**src/swmf_pkg.sv**
```systemverilog
// ----------------------------------------------------------------------------
// swmf_pkg
// Shared constants for the sliding window median filter.
// ----------------------------------------------------------------------------
`default_nettype none

package swmf_pkg;

    localparam int unsigned WINDOW_DEF      = 5;
    localparam int unsigned SAMPLE_BITS_DEF = 16;

endpackage

`default_nettype wire

```
**src/sliding_window_median_filter.sv**
```systemverilog
// ----------------------------------------------------------------------------
// sliding_window_median_filter
// Running median over the last WINDOW signed samples (lower median if even).
// ----------------------------------------------------------------------------
// the median is registered and shown on the output in the cycle after its sample is accepted
// throughput: one sample per cycle while the output is not stalled; the sorted window updates in one pass
// no median is produced until WINDOW samples have arrived
// reset clears the fill count, ring pointer and output valid
// ----------------------------------------------------------------------------
`default_nettype none

module sliding_window_median_filter #(
    parameter int unsigned WINDOW      = swmf_pkg::WINDOW_DEF,
    parameter int unsigned SAMPLE_BITS = swmf_pkg::SAMPLE_BITS_DEF,
    parameter int unsigned DATA_W      = ((SAMPLE_BITS + 7) / 8) * 8
) (
    input  wire logic              i_clk,
    input  wire logic              i_rst_n,
    input  wire logic              s_axis_tvalid,
    output logic                   s_axis_tready,
    input  wire logic [DATA_W-1:0] s_axis_tdata,  // sample
    output logic                   m_axis_tvalid,
    input  wire logic              m_axis_tready,
    output logic      [DATA_W-1:0] m_axis_tdata   // median
);

    import swmf_pkg::*;

    localparam int unsigned CNT_W = $clog2(WINDOW + 1);
    localparam int unsigned PTR_W = $clog2(WINDOW);
    localparam int unsigned MID   = (WINDOW - 1) / 2;

    logic [SAMPLE_BITS-1:0]             r_ring [WINDOW];
    logic [WINDOW-1:0][SAMPLE_BITS-1:0] r_sorted;
    logic [WINDOW-1:0][SAMPLE_BITS-1:0] n_sorted;
    logic [PTR_W-1:0]                   r_ptr;
    logic [PTR_W-1:0]                   n_ptr;
    logic [CNT_W-1:0]                   r_count;
    logic [CNT_W-1:0]                   n_count;
    logic                               r_valid;
    logic                               n_valid;
    logic [SAMPLE_BITS-1:0]             r_median;
    logic [SAMPLE_BITS-1:0]             sample;
    logic                               accept;
    logic                               emit;

    assign sample        = s_axis_tdata[SAMPLE_BITS-1:0];
    assign s_axis_tready = !r_valid || m_axis_tready;
    assign accept        = s_axis_tvalid && s_axis_tready;
    assign emit          = accept && (r_count >= CNT_W'(WINDOW - 1));

    swmf_sorter #(
        .WINDOW      (WINDOW),
        .SAMPLE_BITS (SAMPLE_BITS),
        .CNT_W       (CNT_W)
    ) u_sorter (
        .i_sorted (r_sorted),
        .i_count  (r_count),
        .i_oldest (r_ring[r_ptr]),
        .i_sample (sample),
        .o_sorted (n_sorted)
    );

    always_comb begin
        n_ptr   = (r_ptr == PTR_W'(WINDOW - 1)) ? '0 : r_ptr + 1'b1;
        n_count = (r_count == CNT_W'(WINDOW)) ? r_count : r_count + 1'b1;
        n_valid = emit ? 1'b1 : (m_axis_tready ? 1'b0 : r_valid);
    end

    always_ff @(posedge i_clk) begin
        if (!i_rst_n) begin
            r_ptr   <= '0;
            r_count <= '0;
            r_valid <= 1'b0;
        end else begin
            r_valid <= n_valid;
            if (accept) begin
                r_ptr   <= n_ptr;
                r_count <= n_count;
            end
        end
    end

    always_ff @(posedge i_clk) begin
        if (accept) begin
            r_ring[r_ptr] <= sample;
            r_sorted      <= n_sorted;
        end
        if (emit) begin
            r_median <= n_sorted[MID];
        end
    end

    assign m_axis_tvalid = r_valid;
    assign m_axis_tdata  = DATA_W'(r_median);

endmodule

`default_nettype wire

```
**src/swmf_sorter.sv**
```systemverilog
// ----------------------------------------------------------------------------
// swmf_sorter
// Sorted window update: drops one copy of the oldest sample from the sorted
// list once the window is full, then inserts the new sample in place.
// ----------------------------------------------------------------------------
`default_nettype none

module swmf_sorter #(
    parameter int unsigned WINDOW      = swmf_pkg::WINDOW_DEF,
    parameter int unsigned SAMPLE_BITS = swmf_pkg::SAMPLE_BITS_DEF,
    parameter int unsigned CNT_W       = $clog2(WINDOW + 1)
) (
    input  wire logic [WINDOW-1:0][SAMPLE_BITS-1:0] i_sorted,
    input  wire logic [CNT_W-1:0]                   i_count,
    input  wire logic [SAMPLE_BITS-1:0]             i_oldest,
    input  wire logic [SAMPLE_BITS-1:0]             i_sample,
    output logic      [WINDOW-1:0][SAMPLE_BITS-1:0] o_sorted
);

    logic                               full;
    logic [WINDOW-2:0][SAMPLE_BITS-1:0] rem;
    logic [WINDOW-2:0]                  gt;

    assign full = (i_count == CNT_W'(WINDOW));

    // removal: entries below the oldest value stay, the rest move down
    for (genvar i = 0; i < WINDOW - 1; i++) begin : g_rem
        logic below;
        logic valid;
        assign below = $signed(i_sorted[i]) < $signed(i_oldest);
        assign rem[i] = (full && !below) ? i_sorted[i+1] : i_sorted[i];
        assign valid = full || (CNT_W'(i) < i_count);
        assign gt[i] = !valid || ($signed(rem[i]) > $signed(i_sample));
    end

    // insertion: entries above the new sample move up one place
    assign o_sorted[0] = gt[0] ? i_sample : rem[0];
    for (genvar i = 1; i < WINDOW - 1; i++) begin : g_ins
        assign o_sorted[i] = !gt[i]     ? rem[i]   :
                             !gt[i-1]   ? i_sample : rem[i-1];
    end
    assign o_sorted[WINDOW-1] = !gt[WINDOW-2] ? i_sample : rem[WINDOW-2];

endmodule

`default_nettype wire

```
**config.mk**
```make
export PLATFORM = sky130hd
export DESIGN_NAME = sliding_window_median_filter
export DESIGN_NICKNAME = d
export VERILOG_FILES = /design/src/swmf_pkg.sv /design/src/sliding_window_median_filter.sv /design/src/swmf_sorter.sv
export SDC_FILE = /design/constraint.sdc
export NUM_CORES = 1
export LEC_CHECK = 0
export BUFFER_PORTS_ARGS = -buffer_cell sky130_fd_sc_hd__buf_2
export CORE_ASPECT_RATIO = 1.2
export CORE_MARGIN = 3
export CORE_UTILIZATION = 50
export CTS_CLUSTER_SIZE = 30
export DETAILED_ROUTE_END_ITERATION = 12
export GPL_TIMING_DRIVEN = 0
export PLACE_DENSITY = 0.66
export SYNTH_ARGS = -nofsm -noshare
export SYNTH_HDL_FRONTEND = slang
export SYNTH_HIERARCHICAL = 1
export SYNTH_SLANG_ARGS = --single-unit
export TNS_END_PERCENT = 10
```
**constraint.sdc**
```tcl
create_clock -name i_clk -period 7.2 [get_ports i_clk]
set_clock_uncertainty 0.15 [all_clocks]
set_input_delay 0.72 -clock i_clk [delete_from_list [all_inputs] [get_ports i_clk]]
set_output_delay 0.72 -clock i_clk [all_outputs]
set_load 0.03 [all_outputs]
```
==> qor.yml <==
clock_network:
  cts-htree-levels: 4
  path_clk_slew_ps: 80
  tritoncts: "built"
  clk-insertion-delay-late_ps: 450
  cts_buffer_depth: 2
  cts.sinks: 186
  hold_buffers: 0
  clockRootBuffer: "clkbuf_16"
  cts_buffers: 17
setup_path:
  critical_path.slowest_cell: "or4_1"
  cp_max_fo: 10
  critPathMostFrequentCell: "and4_1"
  r2r_cells: 23
  crit_arrival_ps: 6920
  worstSetupStartpointType: "flop"
  critPathRequiredTime_ps: 7240
  slowest_delay_ps: 600
  cp_cell_sequence: "buf_6 > buf_12 > mux4_2 > mux2_2 > inv_1 > ha_1 > and4_1 > buf_6 > and4_1 > and2_1 > clkbuf_1 > clkbuf_1 > o311ai_1 > o211ai_1 > ha_1 > nand4_1 > or4_1 > a21o_1 > and4_1 > o31ai_4 > buf_4 > mux2_4 > mux2_4"
  critPathKind: "reg2reg"
  endpoint_kind: "flop"
power:
  p_leak_uw: 0.00526
  p_per_area_nw_per_um2: 245
  ir_worst_vdd_mv: 0.193
drt:
  vias_per_cell: 6.22
  met3WireLength_um: 1560
  wl_per_cell_um: 22.1
  wirelength_um: 32100
  num_vias: 9055
  top_layer: "met4"
  ant_nets: 0
  drc_errors: 0
  wl_met1_um: 13400
  wl_met2_um: 15800
  drtIter0Drc: 724
  first_pass_iters: 8
global_route:
  grt_usage: 0.248
  first_global_vias: 9019
  overflow: 0
  grt_first_pass_wirelength_um: 49600
  grt_max_degree: 54
  antenna_found_initial: 0
sta:
  rsz0062_at_grt: "false"
  max_freq_mhz: 145
  setup_violations: 0
  setup_tns_ps: 0
  hold_viol: 0
  slew_headroom: 0.382
  period_needed_ps: 6880
  layout_setup_ws_ps: 321
  maxSlewViolCount: 0
  period_share: 0.955
  worst_pin_slew_ps: 926
logic_synthesis:
  synthFlopType: "edfxtp_1"
  async_flop_share: 0
  synth_cell_types: 67
  synthesis.nets: 1207
  synthTopCellsByArea: "edfxtp_1, ha_1, a21oi_1, mux2i_1, inv_1"
  synth-simple-area-share: 0.108
  synth_seq_cells: 186
  synth_top_family_by_area: "compound AO/OA/AOI/OAI gates"
  synth_compound_area_frac: 0.146
  syn_area_um2: 12100
  synth_top_area_share: 0.438
  ys_warn_count: 6
  synth-xor-area-share: 0
  synth_edf_count: 176
  synthAdderAreaFrac: 0.133
  synthMuxAreaShare: 0.106
  syn_avg_cell_area_um2: 11.4
  synth_top_cell_by_area: "edfxtp_1"
  syn_inst: 1059
  synth_seq_area_share: 0.454
die:
  die-width_um: 148
  dieArea_um2: 26100
  die_h_um: 176
  rows: 61
  core-area_um2: 23400
  ios: 38
  initial_utilization: 0.516
placed_design:
  io_buffers: 37
  gp_congestion: 0.920
  dpl.hpwl_um: 25100
  dpl_worst_slack_ps: -289
final_layout:
  final_common_cell: "edfxtp_1"
  diodes: 0
  synthToLayoutAreaGrowth_pct: 11.3
  layout_common_cells: "edfxtp_1, ha_1, inv_1"
  drive_gt1_frac: 0.165
  nNetsFinal: 1275
run:
  drv_cap: 0
hold_path:
  hp-class: "in2reg"
  hold_depth: 3
status:
  status: "complete, no violations"
==> metrics by stage <==
step | instances | instance area [µm²] | total power (µW) | hold slack [ps] | util
floorplan | 1059 | 12100 | 2050 | 356 | -
global placement | 1411 | 12700 | 2290 | 429 | 0.540
detailed placement | 1422 | 12800 | 2310 | 455 | 0.546
CTS | 1455 | 13400 | 3290 | 407 | 0.573
global route | 1455 | 13400 | 3450 | 419 | 0.574
finish | 1455 | 13400 | 3290 | 411 | 0.574
==> final cells by class <==
type	instances	area [µm²]
plain buffers	55	323
clock buffers	18	429
clock inverters	14	170
fillers	2001	9990
inverters	89	337
multi-input cells	729	6010
flip-flops and latches	186	5490
well taps	315	394
repair buffers	49	295
==> power by group <==
part           switching [µW]  internal, µW  total [µW]
clock                     474           500         975
sequential               70.5          1310        1380
combinational             540           391         931
total                    1080          2210        3290
==> worst max-delay path, delay by kind of cell (launching register included) <==
kind	cells	cell delay [ps]
AOI/OAI and AO/OA	4	1140
adders and majority gates	2	710
buffers and inverters	7	1390
DFF	1	330
muxes	4	1320
and+or+nand+nor	6	1560
==> cell usage after synthesis (all sizes together) (3+ instances only) <==
cell / instances
inv: 89
nor2b: 10
a31oi: 7
nand2: 43
nor3: 22
o211ai: 20
mux2: 46
nand3b: 3
clkbuf: 30
edfxtp: 176
nand3: 41
and4: 5
a211oi: 26
dfxtp: 10
nand2b: 6
and2: 6
nand4: 23
buf: 25
mux4: 16
mux2i: 34
o311ai: 16
nor2: 49
o22ai: 17
o21a: 5
a211o: 3
and3: 21
a21o: 10
a221oi: 16
nor3b: 3
a21oi: 74
nor4: 7
or4: 4
o21ai: 46
ha: 128
==> kinds of logic after synthesis <==
group           count (synthesis)
compound gates                255
simple gates                  250
flops                         186
buf+inv                       144
fa+ha+maj                     128
mux                            96
==> timing repair <==
action	4_1_cts	5_1_grt
gates resized for setup	4	14
gates cloned	0	0
setup buffers	1	0
pin swaps	1	0
endpoints found under the setup margin	48	74
==> path summary, 6_finish.rpt <==
path / from / slack (ps) / endpoint
worst max register to register: flop / 320 / r_sorted[30]
worst min-delay path: i_rst_n / 410 / r_count[0]
worst min register to register: r_ptr[1] / 470 / r_ptr[1]
worst max-delay path: flop / 320 / r_sorted[30]
==> routing by layer <==
layer | track usage | vias to the layer above
met2 | 0.425 | 315
met5 | 0 | -
met4 | 0.113 | 0
li1 | - | 4251
met1 | 0.317 | 4412
met3 | 0.0293 | 77
==> flip-flops by register name (all words and copies together), names as in the netlist, named ones only <==
register	flops
r_sorted	80
r_count	3
r_ptr	3
m_axis_tdata	16
m_axis_tvalid	1
r_ring	80
No activity file was read; power rests on OpenSTA's default activity.
